File: config.mk
export PLATFORM = sky130hd
export DESIGN_NAME = rbee_fifo
export DESIGN_NICKNAME = d
export VERILOG_FILES = /design/src/rtl/rbee_fifo.sv
export SDC_FILE = /design/constraint.sdc
export NUM_CORES = 1
export LEC_CHECK = 0
export BUFFER_PORTS_ARGS = -buffer_cell sky130_fd_sc_hd__buf_2
export CORE_AREA = 5 5 42 44
export DETAILED_ROUTE_END_ITERATION = 12
export DIE_AREA = 0 0 47 49
export PLACE_DENSITY = 0.5
export SETUP_SLACK_MARGIN = 0.2
export SLEW_MARGIN = 20
export SYNTH_ARGS = -nofsm -noshare
export SYNTH_HDL_FRONTEND = slang
export SYNTH_SLANG_ARGS = --single-unit
File: constraint.sdc
create_clock -name clk -period 1.9 [get_ports clk]
set_input_delay 0.095 -clock clk [delete_from_list [all_inputs] [get_ports clk]]
set_output_delay 0.095 -clock clk [all_outputs]
set_load 0.005 [all_outputs]
File: src/rtl/rbee_fifo.sv
// Small register queue with push/full and pop/empty sides.
// Depends on nothing but its parameters.
`default_nettype none

module rbee_fifo #(
  parameter type item_t = logic,
  parameter int  DEPTH  = 2
) (
  input  wire logic  clk,
  input  wire logic  rst,
  input  wire logic  push,
  input  wire item_t din,
  output logic       full,
  input  wire logic  pop,
  output item_t      dout,
  output logic       empty
);

  localparam int PW = $clog2(DEPTH);
  localparam int CW = $clog2(DEPTH + 1);

  item_t         mem [DEPTH];
  logic [PW-1:0] wp;
  logic [PW-1:0] rp;
  logic [CW-1:0] count;
  logic          do_push;
  logic          do_pop;

  assign full    = (count == CW'(DEPTH));
  assign empty   = (count == '0);
  assign do_push = push && !full;
  assign do_pop  = pop && !empty;
  assign dout    = mem[rp];

  // Advance pointers and fill count
  always_ff @(posedge clk) begin
    if (rst) begin
      wp    <= '0;
      rp    <= '0;
      count <= '0;
    end else begin
      if (do_push) begin
        wp <= (wp == PW'(DEPTH - 1)) ? '0 : wp + 1'b1;
      end
      if (do_pop) begin
        rp <= (rp == PW'(DEPTH - 1)) ? '0 : rp + 1'b1;
      end
      if (do_push && !do_pop) begin
        count <= count + 1'b1;
      end else if (do_pop && !do_push) begin
        count <= count - 1'b1;
      end
    end
  end

  // Store pushed item
  always_ff @(posedge clk) begin
    if (do_push) begin
      mem[wp] <= din;
    end
  end

endmodule

`default_nettype wire

After elaboration in Yosys (flattened, before gate mapping)

Memory sizes are Yosys's and may differ from the RTL's. A register that Yosys moved wholly into a read port is not among the register bits.
Cells that the tools add are included.

Flip-flop bits (word level): 4
RAM bits: 2
Input port bits: 5
Output and inout bits: 3
Logic and storage cells: 27
Memories: 1

Memories:

| memory | words | width | rd ports | clocked after Yosys merged registers in | wr ports | line | source |
|---|---|---|---|---|---|---|---|
| mem    | 2     | 1     | 1        | 1                                       | 1        | 22   | `item_t mem [DEPTH];` |

$add $sub $neg: 4
Equal/unequal tests: 1
Multiplexer cells: 8
Reductions and logical operators: 10

Operator list:

| cell                                              | count |
|---|---|
| two-way mux 1 bit                                 | 6 |
| logical AND 1 bit                                 | 4 |
| zero test 1 bit                                   | 4 |
| two-way mux 2 bit                                 | 2 |
| adder 1 bit (second input constant)               | 2 |
| adder 2 x 1 -> 2 bit (second input constant)      | 1 |
| equality test 2 bit (second input constant)       | 1 |
| zero test 2 bit                                   | 1 |
| nonzero test 2 bit                                | 1 |
| subtractor 2 x 1 -> 2 bit (second input constant) | 1 |

Depth between registers and ports, before layout

Gate-level depths: netlist of the first run.

Depth after elaboration: 7
Depth in mapped cells: 6
Mapped depth without buffers: 6

Worst setup path before layout of the first run

Ideal clock, no wire load.

Path type: reg-to-reg
Start point: reg count[1]
End point: reg count[1]
Library setup time: 0.070 ns
Arrival: 1.351 ns
Required time: 1.830 ns
Path slack: 0.479 ns
Stages on the path, launching flop included: 6
Buffers on the path: 0
Clock period less this slack: 1.421 ns
Cell sequence: dfxtp_1 > nor2b_2 > nor2_1 > ha_1 > or3_1 > a21oi_1

Word-level cells in the longest chain between the ends: 6
Elaborated cells between the ends (all ways): 15
Classes of those cells: add/sub: 2; eq/ne: 1; mux: 2; reduce/logical: 10

Ends and longest elaborated chain:

| element                             | line | source |
|---|---|---|
| from (decl)                         | 25   | `logic [CW-1:0] count;` |
| from (signal assigned)              | 49   | `count <= count + 1'b1;` |
| from (signal assigned)              | 51   | `count <= count - 1'b1;` |
| equality test 2 bit (*)             | 29   | `assign full = (count == CW'(DEPTH));` |
| named net full                      | 13   | `output logic full,` |
| zero test 1 bit (*)                 | 31   | `assign do_push = push && !full;` |
| logical AND 1 bit (*)               | 31   |  |
| zero test 1 bit                     | 50   | `end else if (do_pop && !do_push) begin` |
| logical AND 1 bit                   | 50   |  |
| nonzero test 2 bit (no source line) | --   |  |

The timed path passes the listed nets; every way through them passes the cells marked *. The select of a mux whose other input is x is not followed.
A chain may end at the register's enable or synchronous reset.

Worst setup path after layout of the first run

Start point: reg count[1]
End point: reg count[1]

Word-level cells in the longest chain between the ends: 6
Elaborated cells between the ends (all ways): 15
Classes of those cells: add/sub: 2; eq/ne: 1; mux: 2; reduce/logical: 10

Ends and longest elaborated chain:

| element                                                                         | line |
|---|---|
| equality test 2 bit / zero test 2 bit (equally long branches)                   | 29, 30 |
| zero test 1 bit, on equally long branches                                       | 31, 32 |
| logical AND 1 bit, on equally long branches                                     | 31, 32 |
| zero test 1 bit, on equally long branches                                       | 50, 48 |
| logical AND 1 bit, on equally long branches                                     | 50, 48 |
| nonzero test 2 bit (no source line) / two-way mux 2 bit (equally long branches) | -- |

Parallel ways exist; a longest one is shown, timed or not. The select of a mux whose other input is x is not followed.

==> results of run 1 <==
-- worst max-delay path by stage --
stage / end / startpoint / slack [ps] / depth (start not counted)
floorplan: count[1] / count[1] / 480 / 5
global placement: count[1] / count[0] / 380 / 4
detailed placement: count[1] / count[0] / 370 / 4
CTS: count[1] / count[0] / 370 / 4
global route: count[1] / count[1] / 230 / 5
finish: count[1] / count[1] / 390 / 5
-- stage by stage --
stage,hold slack (ps),power (mW),instance area (sq um)
5_1_grt,28.4,0.607,370
3_5_place_dp,303,0.421,344
6_report,46.1,0.548,370
3_3_place_gp,289,0.418,344
2_1_floorplan,164,0.362,289
4_1_cts,39.4,0.560,370
-- per-layer routing --
metal	up-vias	global-route usage	wire length, microns
met3	0	0.0590	33
met4	0	0	0
met2	5	0.0860	261
met5	-	0	0
li1	116	-	-
met1	98	0.0553	215
-- synthesized netlist by cell type --
cell type                  count  share of area
sky130_fd_sc_hd__a21oi_1       2          0.035
sky130_fd_sc_hd__and2_1        1          0.022
sky130_fd_sc_hd__dfxtp_1       5           0.35
sky130_fd_sc_hd__edfxtp_1      2           0.21
sky130_fd_sc_hd__ha_1          1          0.043
sky130_fd_sc_hd__inv_1         2          0.026
sky130_fd_sc_hd__mux2_2        1          0.039
sky130_fd_sc_hd__nor2_1        5          0.065
sky130_fd_sc_hd__nor2b_2       1          0.030
sky130_fd_sc_hd__o21ai_0       3          0.052
sky130_fd_sc_hd__or3_1         2          0.043
sky130_fd_sc_hd__xor2_1        3          0.091
-- critical path, cell delays in order, from the launching register on --
cell                      delay [ps]
sky130_fd_sc_hd__dfxtp_1         370
sky130_fd_sc_hd__nor2b_2         200
sky130_fd_sc_hd__nor2_1           70
sky130_fd_sc_hd__ha_1            310
sky130_fd_sc_hd__or3_1           350
sky130_fd_sc_hd__a21oi_1         140
-- cells in the final DEF (no fill, tap or decap) --
cell type                  synthesis  layout
sky130_fd_sc_hd__buf_2             0       7
sky130_fd_sc_hd__nor2_1            5       5
sky130_fd_sc_hd__dfxtp_1           5       5
sky130_fd_sc_hd__xor2_1            3       3
sky130_fd_sc_hd__clkbuf_4          0       3
sky130_fd_sc_hd__inv_1             2       2
sky130_fd_sc_hd__or3_1             2       2
sky130_fd_sc_hd__o21ai_0           3       2
sky130_fd_sc_hd__a21oi_1           2       2
sky130_fd_sc_hd__edfxtp_1          2       2
sky130_fd_sc_hd__nor2b_2           1       1
sky130_fd_sc_hd__mux2_2            1       1
sky130_fd_sc_hd__and2_1            1       1
sky130_fd_sc_hd__o21ai_1           0       1
sky130_fd_sc_hd__ha_1              1       1
sky130_fd_sc_hd__clkbuf_1          0       1
-- final cells by class --
| cell class | instances | area [sq um] |
|---|---|---|
| Tap cell | 16 | 20.0 |
| Sequential cell | 7 | 160 |
| Multi-Input combinational cell | 19 | 121 |
| Clock buffer | 4 | 26.3 |
| Fill cell | 163 | 1030 |
| Inverter | 2 | 7.51 |
| Timing Repair Buffer | 7 | 35.0 |
-- logic make-up (layout without fill, tap and decap cells) --
family,after synthesis,after routing,synth area share
simple gates,9,9,0.160
fa+ha+maj,1,1,0.0433
compound gates,5,5,0.0866
xor+xnor,3,3,0.0909
buf+inv,2,13,0.0260
mux,1,1,0.0390
flops,7,7,0.554
-- power by group through the flow --
stage,sequential (mW),combinational (mW),clock (mW)
after floorplan,0.228,0.133,0
after global placement,0.237,0.181,0
after detailed placement,0.237,0.184,0
after CTS,0.234,0.185,0.140
after global routing,0.244,0.213,0.149
final,0.234,0.182,0.132
==> metrics.txt, run 1 <==
# TYPE chip_impl_metric gauge
chip_impl_metric{name="synthesis.nets",unit=""} 34
chip_impl_metric{name="tightestPinTransition",unit="ps"} 223
chip_impl_metric{name="initial_antenna_violation_count",unit=""} 0
chip_impl_metric{name="leakage_power",unit="nW"} 0.166
chip_impl_metric{name="die_w",unit="microns"} 47
chip_impl_metric{name="post_layout_nonfiller_instances",unit=""} 55
chip_impl_metric{name="place.gp.congestion",unit=""} 0.679
chip_impl_metric{name="cts.reportedPaths.clkPinSlew",unit="ps"} 50
chip_impl_info{name="critPathCaptureType",value="flop"} 1
chip_impl_metric{name="cts_max_path_buffers",unit=""} 2
chip_impl_info{name="min_delay_worst_endpoint",value="mem[0]"} 1
chip_impl_metric{name="worst_hold_path.num_cells",unit=""} 1
chip_impl_info{name="run_status",value="finished clean"} 1
chip_impl_info{name="min-delay-path-class",value="in -> reg"} 1
chip_impl_metric{name="place.detailed.instances",unit=""} 51
chip_impl_metric{name="start_util",unit=""} 0.206
chip_impl_metric{name="ys_ff_latch",unit=""} 7
chip_impl_metric{name="grt_remaining_overflow",unit=""} 0
chip_impl_metric{name="cts_max_level",unit=""} 1
chip_impl_metric{name="synthCells",unit=""} 28
chip_impl_info{name="start_kind",value="flop"} 1
chip_impl_metric{name="clock_insertion_delay_worst_skew",unit="ps"} 240
chip_impl_metric{name="num_io_pins",unit=""} 8
chip_impl_metric{name="netlist_area",unit="sq um"} 289
chip_impl_metric{name="setup_viol_count_final",unit=""} 0
chip_impl_metric{name="reg2regPathDepth",unit=""} 5
chip_impl_metric{name="achievable-frequency",unit="GHz"} 0.660
chip_impl_metric{name="fin_crit",unit="ps"} 1510
chip_impl_metric{name="ctsResizeCount",unit=""} 0
chip_impl_metric{name="swShare",unit=""} 0.316
chip_impl_metric{name="seq_power_share",unit=""} 0.427
chip_impl_metric{name="power.share.clock",unit=""} 0.241
chip_impl_info{name="cts_tree",value="yes"} 1
chip_impl_info{name="grt_setup_unrepaired",value="false"} 1
chip_impl_metric{name="placement_rows",unit=""} 14
chip_impl_metric{name="layout_worst_path_cycle_share",unit=""} 0.797
chip_impl_metric{name="cellInternalPower",unit="mW"} 0.375
chip_impl_metric{name="wl_per_cell",unit="microns"} 9.27
chip_impl_metric{name="setup_total_negative_slack",unit="ps"} 0
chip_impl_metric{name="worstPathArrival",unit="ps"} 1690
chip_impl_info{name="timing.rr.end",value="count[1]"} 1
chip_impl_metric{name="post-route-worst-setup-slack",unit="ps"} 386
chip_impl_metric{name="drt_pass1_iterations",unit=""} 2
chip_impl_metric{name="worst_ep_required_time",unit="ps"} 2080
chip_impl_metric{name="finalHoldViolCount",unit=""} 0
chip_impl_metric{name="overall_fraction_of_global_route_tracks_in_use",unit=""} 0.0558
chip_impl_info{name="clockRootBuffer",value="sky130_fd_sc_hd__clkbuf_4"} 1
chip_impl_metric{name="number_of_sinks_handled_by_clock_tree_synthesis",unit=""} 7
chip_impl_metric{name="drc_errors",unit=""} 0
chip_impl_metric{name="cts_made_buffers",unit=""} 3
chip_impl_info{name="critical_path.reg2reg.startpoint",value="count[1]"} 1
chip_impl_metric{name="total_switching_power",unit="mW"} 0.173
chip_impl_metric{name="grt_max_degree",unit=""} 6
chip_impl_metric{name="drive_above_1_share",unit=""} 0.308
chip_impl_metric{name="grt_pass1_vias",unit=""} 240
chip_impl_metric{name="yosysSeqAreaShare",unit=""} 0.554
chip_impl_metric{name="worst-path-max-fanout",unit=""} 5
chip_impl_metric{name="final_hpwl_from_detailed_placement",unit="microns"} 416
chip_impl_metric{name="grt_first_pass_wirelength",unit="microns"} 903
chip_impl_metric{name="timing.reg2reg.setup_slack",unit="ps"} 390
chip_impl_metric{name="detail_route.iter0.violations",unit=""} 2
chip_impl_metric{name="cts_hold_repair.buffers",unit=""} 0
chip_impl_metric{name="wl",unit="microns"} 510
chip_impl_info{name="criticalPathCategory",value="reg -> reg"} 1
chip_impl_metric{name="pwr-share-comb",unit=""} 0.332
chip_impl_metric{name="drt.antenna.violating_nets",unit=""} 0
chip_impl_metric{name="maxSlewViolCount",unit=""} 0
chip_impl_metric{name="timing.max_cap.violations",unit=""} 0
chip_impl_metric{name="syn_area_per_cell",unit="sq um"} 10.3
chip_impl_metric{name="final_core_utilization",unit=""} 0.264
chip_impl_metric{name="preCtsSetupSlack",unit="ps"} 373
chip_impl_metric{name="n_antenna_cell",unit=""} 0
chip_impl_metric{name="flow.area_growth_from_synthesis",unit="%"} 28.1
chip_impl_metric{name="die_footprint",unit="sq um"} 2300
chip_impl_metric{name="core-area",unit="sq um"} 1400
chip_impl_metric{name="distinct_cell_type_count_of_the_synthesized_netlist",unit=""} 12
chip_impl_metric{name="post_cts_buffers",unit=""} 0
chip_impl_metric{name="die_height",unit="microns"} 49
chip_impl_metric{name="finalClockSkew",unit="ps"} 2.80
chip_impl_metric{name="cellPowerDensity",unit="nW/um^2"} 1480
chip_impl_info{name="start_point_of_the_worst_min_delay_path",value="din"} 1
chip_impl_metric{name="slew_headroom",unit=""} 0.851
chip_impl_metric{name="peak_ir_drop_on_the_vdd_network",unit="uV"} 485
chip_impl_metric{name="io_buffer_count",unit=""} 7
chip_impl_metric{name="yosys_warnings",unit=""} 0
chip_impl_metric{name="route.vias.total",unit=""} 219
chip_impl_metric{name="routed_via_density",unit=""} 3.98
chip_impl_metric{name="layout.nets",unit=""} 46
(Power assumes the default switching activity.)
==> run 2, diff against run 1 <==
- PLACE_DENSITY: 0.5 -> 0.51
- clock period: 1.9 -> 1.25 ns (I/O delays scaled with it)
==> run 2 against run 1 <==
  * The run now ends with negative setup slack left
  * Combinational power grew to 2.8 times the previous value
  * Register-to-register slack got worse by 510 ps
  * Non-clock buffer count is 6 higher
  * Total power up 97%
==> metrics.txt, run 2 (synthesized netlist as in run 1, its figures left out) <==
# TYPE chip_impl_metric gauge
chip_impl_metric{name="grt_max_degree",unit=""} 6
chip_impl_metric{name="num_io_pins",unit=""} 8
chip_impl_metric{name="post_layout_nonfiller_instances",unit=""} 61
chip_impl_info{name="min-delay-path-class",value="in -> reg"} 1
chip_impl_metric{name="final_hpwl_from_detailed_placement",unit="microns"} 397
chip_impl_info{name="run_status",value="finished, violations left"} 1
chip_impl_metric{name="placement_rows",unit=""} 14
chip_impl_metric{name="flow.area_growth_from_synthesis",unit="%"} 64.5
chip_impl_metric{name="wl_met3",unit="microns"} 42
chip_impl_info{name="cts_tree",value="yes"} 1
chip_impl_metric{name="worst_ep_required_time",unit="ps"} 1430
chip_impl_metric{name="start_util",unit=""} 0.206
chip_impl_metric{name="place.detailed.instances",unit=""} 56
chip_impl_metric{name="cts_max_path_buffers",unit=""} 2
chip_impl_metric{name="route.vias.total",unit=""} 242
chip_impl_metric{name="wl_met1",unit="microns"} 235
chip_impl_metric{name="total_switching_power",unit="mW"} 0.335
chip_impl_metric{name="io_buffer_count",unit=""} 7
chip_impl_info{name="path_cells",value="nor2b_4 > nor2_4 > ha_4 > xor2_1 > or3_1 > a21oi_2"} 1
chip_impl_info{name="violations_in_the_final_reports",value="negative setup slack"} 1
chip_impl_info{name="criticalPathCategory",value="reg -> reg"} 1
chip_impl_info{name="start_kind",value="flop"} 1
chip_impl_metric{name="drt_pass1_iterations",unit=""} 1
chip_impl_metric{name="drt.antenna.violating_nets",unit=""} 0
chip_impl_metric{name="fillCellCount",unit=""} 158
chip_impl_metric{name="number_of_sinks_handled_by_clock_tree_synthesis",unit=""} 7
chip_impl_metric{name="wl",unit="microns"} 524
chip_impl_metric{name="routed_via_density",unit=""} 3.97
chip_impl_metric{name="achievable-frequency",unit="GHz"} 0.726
chip_impl_metric{name="max_stage_delay",unit="ps"} 340
chip_impl_metric{name="tightestPinTransition",unit="ps"} 211
chip_impl_metric{name="cts.reportedPaths.clkPinSlew",unit="ps"} 50
chip_impl_metric{name="grt_first_pass_wirelength",unit="microns"} 993
chip_impl_metric{name="cellPowerDensity",unit="nW/um^2"} 2280
chip_impl_metric{name="drc_errors",unit=""} 0
chip_impl_info{name="clockRootBuffer",value="sky130_fd_sc_hd__clkbuf_4"} 1
chip_impl_info{name="critPathCaptureType",value="flop"} 1
chip_impl_metric{name="finalClockSkew",unit="ps"} 1.92
chip_impl_metric{name="power.share.clock",unit=""} 0.188
chip_impl_info{name="grt_setup_unrepaired",value="true"} 1
chip_impl_metric{name="peak_ir_drop_on_the_vdd_network",unit="uV"} 995
chip_impl_metric{name="initial_antenna_violation_count",unit=""} 0
chip_impl_metric{name="timing.max_cap.violations",unit=""} 0
chip_impl_info{name="crit_path_top_delay_cell",value="sky130_fd_sc_hd__dfxtp_2"} 1
chip_impl_metric{name="maxSlewViolCount",unit=""} 0
chip_impl_metric{name="setup_viol_count_final",unit=""} 2
chip_impl_metric{name="swShare",unit=""} 0.309
chip_impl_metric{name="post_cts_buffers",unit=""} 0
chip_impl_metric{name="place.gp.congestion",unit=""} 0.676
chip_impl_metric{name="layout.nets",unit=""} 52
chip_impl_metric{name="detail_route.iter0.violations",unit=""} 0
chip_impl_metric{name="drive_above_1_share",unit=""} 0.533
chip_impl_metric{name="setup_total_negative_slack",unit="ps"} -140
chip_impl_metric{name="post-route-worst-setup-slack",unit="ps"} -127
chip_impl_metric{name="clock_insertion_delay_worst_skew",unit="ps"} 250
chip_impl_metric{name="cts_max_level",unit=""} 1
chip_impl_metric{name="die_footprint",unit="sq um"} 2300
chip_impl_metric{name="grt_remaining_overflow",unit=""} 0
chip_impl_metric{name="fin_crit",unit="ps"} 1380
chip_impl_metric{name="die_height",unit="microns"} 49
chip_impl_metric{name="met2RoutedLength",unit="microns"} 246
chip_impl_metric{name="worst-path-max-fanout",unit=""} 3
chip_impl_metric{name="design_power_total",unit="mW"} 1.08
chip_impl_metric{name="grt_pass1_vias",unit=""} 247
chip_impl_metric{name="leakage_power",unit="nW"} 0.209
chip_impl_metric{name="die_w",unit="microns"} 47
chip_impl_metric{name="worstPathArrival",unit="ps"} 1560
chip_impl_metric{name="pwr-share-comb",unit=""} 0.473
chip_impl_metric{name="cts_made_buffers",unit=""} 3
chip_impl_metric{name="wl_per_cell",unit="microns"} 8.59
chip_impl_metric{name="core-area",unit="sq um"} 1400
chip_impl_metric{name="finalHoldViolCount",unit=""} 0
chip_impl_info{name="routed.top_layer",value="met3"} 1
chip_impl_metric{name="seq_power_share",unit=""} 0.340
chip_impl_metric{name="overall_fraction_of_global_route_tracks_in_use",unit=""} 0.0658
chip_impl_info{name="commonest_non_fill_non_tap_cell_in_the_layout",value="sky130_fd_sc_hd__buf_2"} 1
chip_impl_metric{name="cellInternalPower",unit="mW"} 0.747
chip_impl_metric{name="n_antenna_cell",unit=""} 0
chip_impl_metric{name="layout_worst_path_cycle_share",unit=""} 1.10
chip_impl_metric{name="slew_headroom",unit=""} 0.858
-- run 2: path summary, 6_finish.rpt --
check / from / to / slack (ps) / cells past startpoint
max: count[1] / count[1] / -130 / 6
min: rst / count[1] / 20 / 2
max reg2reg: count[1] / count[1] / -130 / 6
min reg2reg: rp / flop / 500 / 2
-- run 2: critical path: cells and delay by family, from the launching register on --
| kind | cells | cell delay [ps] |
|---|---|---|
| flip-flops | 1 | 340 |
| AO/OA/AOI/OAI | 1 | 120 |
| adder cells (fa/ha/maj) | 1 | 150 |
| XOR/XNOR | 1 | 130 |
| AND/OR/NAND/NOR | 3 | 560 |
-- run 2: layout make-up --
class | count | area (sq um) | share of cell area
clock buffer | 4 | 26.3 | 0.0553
inverter | 2 | 7.51 | 0.0158
multi-input combinational | 19 | 160 | 0.337
sequential | 7 | 165 | 0.347
tap | 16 | 20.0 | 0.0421
timing repair buffer | 13 | 96.3 | 0.203
-- run 2: per-layer routing --
metal  vias up  track usage
met5         -            0
met1       108       0.0757
met4         0       0.0415
met2         7       0.0769
li1        127            -
met3         0       0.0590
-- run 2: through the flow --
step / utilization / cell area, sq um / hold slack [ps] / setup slack (ps)
global placement: 0.278 / 389 / 255 / -98.7
finish: 0.339 / 475 / 23.2 / -127
detailed placement: 0.278 / 389 / 257 / -116
CTS: 0.328 / 459 / 25.4 / -111
floorplan: - / 297 / 124 / -120
global route: 0.339 / 475 / 26.9 / -210
-- run 2: power by group through the flow --
| stage | logic (mW) | clock network [mW] | registers [mW] |
|---|---|---|---|
| 2_1_floorplan | 0.214 | 0 | 0.360 |
| 3_3_place_gp | 0.406 | 0 | 0.355 |
| 3_5_place_dp | 0.403 | 0 | 0.357 |
| 4_1_cts | 0.470 | 0.216 | 0.361 |
| 5_1_grt | 0.575 | 0.242 | 0.379 |
| 6_report | 0.511 | 0.203 | 0.368 |
-- run 2: what timing repair did --
action,CTS,global route
pin swaps,3,0
cloned,0,0
hold endpoints to repair,2,0
endpoints found under the setup margin,5,9
hold buffers,1,0
gates resized for setup,7,5
==> run 3, diff against run 2 <==
- PLACE_DENSITY: 0.51 -> 0.44
- clock period: 1.25 -> 1.68 ns (I/O delays scaled with it)
==> run 3 against run 2 <==
  * The flow now finishes without violations
  * Highest routed layer is now met4
  * Non-clock buffer count decreased by 5
  * Core utilization is 6.3 points lower
  * Total power decreased by 39%
  * Largest cell class unchanged
==> metrics.txt, run 3 (synthesized netlist as in run 1, its figures left out) <==
# TYPE chip_impl_metric gauge
chip_impl_metric{name="reg2regPathDepth",unit=""} 5
chip_impl_metric{name="wl_per_cell",unit="microns"} 9.23
chip_impl_info{name="min-delay-path-class",value="in -> reg"} 1
chip_impl_metric{name="slew_headroom",unit=""} 0.866
chip_impl_metric{name="fillCellCount",unit=""} 158
chip_impl_metric{name="flow.area_growth_from_synthesis",unit="%"} 34.2
chip_impl_metric{name="tightestPinTransition",unit="ps"} 200
chip_impl_metric{name="layout.nets",unit=""} 47
chip_impl_info{name="timing.rr.end",value="count[1]"} 1
chip_impl_metric{name="worst_ep_required_time",unit="ps"} 1850
chip_impl_metric{name="num_io_pins",unit=""} 8
chip_impl_metric{name="cts_max_level",unit=""} 1
chip_impl_metric{name="design_power_total",unit="mW"} 0.659
chip_impl_metric{name="setup_viol_count_final",unit=""} 0
chip_impl_metric{name="timing.max_cap.violations",unit=""} 0
chip_impl_metric{name="fin_worst_hold_slack",unit="ps"} 31.4
chip_impl_metric{name="leakage_power",unit="nW"} 0.173
chip_impl_metric{name="route.vias.total",unit=""} 221
chip_impl_info{name="worstSetupEndpoint",value="count[1]"} 1
chip_impl_metric{name="cts_max_path_buffers",unit=""} 2
chip_impl_metric{name="die_w",unit="microns"} 47
chip_impl_metric{name="worstPathArrival",unit="ps"} 1640
chip_impl_info{name="commonest_non_fill_non_tap_cell_in_the_layout",value="sky130_fd_sc_hd__buf_2"} 1
chip_impl_metric{name="place.gp.congestion",unit=""} 0.654
chip_impl_metric{name="grt_pass1_vias",unit=""} 204
chip_impl_metric{name="io_buffer_count",unit=""} 7
chip_impl_metric{name="number_of_sinks_handled_by_clock_tree_synthesis",unit=""} 7
chip_impl_metric{name="achievable-frequency",unit="GHz"} 0.681
chip_impl_metric{name="setup_total_negative_slack",unit="ps"} 0
chip_impl_metric{name="worst-path-max-fanout",unit=""} 5
chip_impl_metric{name="die_footprint",unit="sq um"} 2300
chip_impl_metric{name="cts.reportedPaths.clkPinSlew",unit="ps"} 50
chip_impl_metric{name="start_util",unit=""} 0.206
chip_impl_metric{name="clock_insertion_delay_worst_skew",unit="ps"} 240
chip_impl_metric{name="final_hpwl_from_detailed_placement",unit="microns"} 396
chip_impl_metric{name="preCtsSetupSlack",unit="ps"} 151
chip_impl_metric{name="layout_worst_path_cycle_share",unit=""} 0.874
chip_impl_info{name="critPathCaptureType",value="flop"} 1
chip_impl_metric{name="post-route-worst-setup-slack",unit="ps"} 212
chip_impl_metric{name="timing.reg2reg.setup_slack",unit="ps"} 210
chip_impl_metric{name="drt_pass1_iterations",unit=""} 1
chip_impl_metric{name="cellPowerDensity",unit="nW/um^2"} 1700
chip_impl_metric{name="drt.antenna.violating_nets",unit=""} 0
chip_impl_info{name="critical_path.reg2reg.startpoint",value="count[1]"} 1
chip_impl_metric{name="drive_above_1_share",unit=""} 0.400
chip_impl_metric{name="wl",unit="microns"} 517
chip_impl_metric{name="final_area",unit="sq um"} 388
chip_impl_info{name="criticalPathCategory",value="reg -> reg"} 1
chip_impl_info{name="clockRootBuffer",value="sky130_fd_sc_hd__clkbuf_4"} 1
chip_impl_metric{name="detail_route.iter0.violations",unit=""} 0
chip_impl_metric{name="grt_max_degree",unit=""} 6
chip_impl_metric{name="overall_fraction_of_global_route_tracks_in_use",unit=""} 0.0551
chip_impl_info{name="layout_common_cells",value="sky130_fd_sc_hd__buf_2 (7), sky130_fd_sc_hd__nor2_1 (4), sky130_fd_sc_hd__xor2_1 (3), sky130_fd_sc_hd__dfxtp_1 (3), sky130_fd_sc_hd__clkbuf_4 (3)"} 1
chip_impl_metric{name="die_height",unit="microns"} 49
chip_impl_metric{name="initial_antenna_violation_count",unit=""} 0
chip_impl_info{name="grt_setup_unrepaired",value="true"} 1
chip_impl_metric{name="finalHoldViolCount",unit=""} 0
chip_impl_metric{name="cts_hold_repair.buffers",unit=""} 0
chip_impl_metric{name="n_antenna_cell",unit=""} 0
chip_impl_info{name="cts_tree",value="yes"} 1
chip_impl_metric{name="core-area",unit="sq um"} 1400
chip_impl_metric{name="placement_rows",unit=""} 14
chip_impl_metric{name="grt_first_pass_wirelength",unit="microns"} 828
chip_impl_metric{name="grt_remaining_overflow",unit=""} 0
chip_impl_metric{name="cts_made_buffers",unit=""} 3
chip_impl_metric{name="finalClockSkew",unit="ps"} 2.36
chip_impl_info{name="start_kind",value="flop"} 1
chip_impl_info{name="crit_path_start",value="count[1]"} 1
chip_impl_metric{name="peak_ir_drop_on_the_vdd_network",unit="uV"} 534
chip_impl_metric{name="routed_via_density",unit=""} 3.95
chip_impl_metric{name="placed_cell_areas",unit="sq um"} 344
chip_impl_info{name="run_status",value="finished clean"} 1
chip_impl_metric{name="drc_errors",unit=""} 0
chip_impl_metric{name="maxSlewViolCount",unit=""} 0
chip_impl_metric{name="fin_crit",unit="ps"} 1470
[run 3: what timing repair did]
item,CTS,global route
pin swaps,0,3
buffers inserted,0,1
resized for setup,4,1
endpoints found under the setup margin,1,1
[run 3: worst min-delay path by stage]
stage                     start       end  slack (ps)  cells past startpoint
after detailed placement    din    mem[1]         280                      1
after global routing        din    mem[1]          20                      1
after global placement      din    mem[0]         280                      1
after CTS                   din    mem[1]          20                      1
after floorplan             rst  count[1]         150                      1
final                       din    mem[1]          30                      1
[run 3: per-stage QoR]
stage / std cells / util
final: 56 / 0.277
after global routing: 56 / 0.277
after CTS: 55 / 0.270
after detailed placement: 51 / 0.246
after global placement: 51 / 0.246
after floorplan: 28 / -
[run 3: layout make-up]
cell class / count / area [sq um] / area share
flip-flops and latches: 7 / 163 / 0.419
multi-input cells: 19 / 129 / 0.332
repair buffers: 8 / 42.5 / 0.110
clock buffers: 4 / 26.3 / 0.0677
well taps: 16 / 20.0 / 0.0516
inverters: 2 / 7.51 / 0.0194
[run 3: power breakdown]
group | total (mW) | leakage [nW] | internal (mW) | switching, mW
registers | 0.273 | 0.0606 | 0.231 | 0.0413
clock network | 0.144 | 0.0150 | 0.0901 | 0.0543
logic | 0.242 | 0.0978 | 0.131 | 0.111
total | 0.659 | 0.173 | 0.453 | 0.206
[run 3: routing by layer]
layer	vias to the layer above	GRT usage	part of all wire
met2	6	0.0611	0.47
met3	2	0.0369	0.083
li1	117	-	-
met1	96	0.0643	0.42
met4	0	0.0553	0.023
met5	-	0	0
[run 3: critical path, stage by stage (launching register included)]
cell	delay (ps)
sky130_fd_sc_hd__dfxtp_2	350
sky130_fd_sc_hd__nor2b_4	190
sky130_fd_sc_hd__nor2_2	60
sky130_fd_sc_hd__ha_1	310
sky130_fd_sc_hd__or3_1	380
sky130_fd_sc_hd__a21oi_1	120
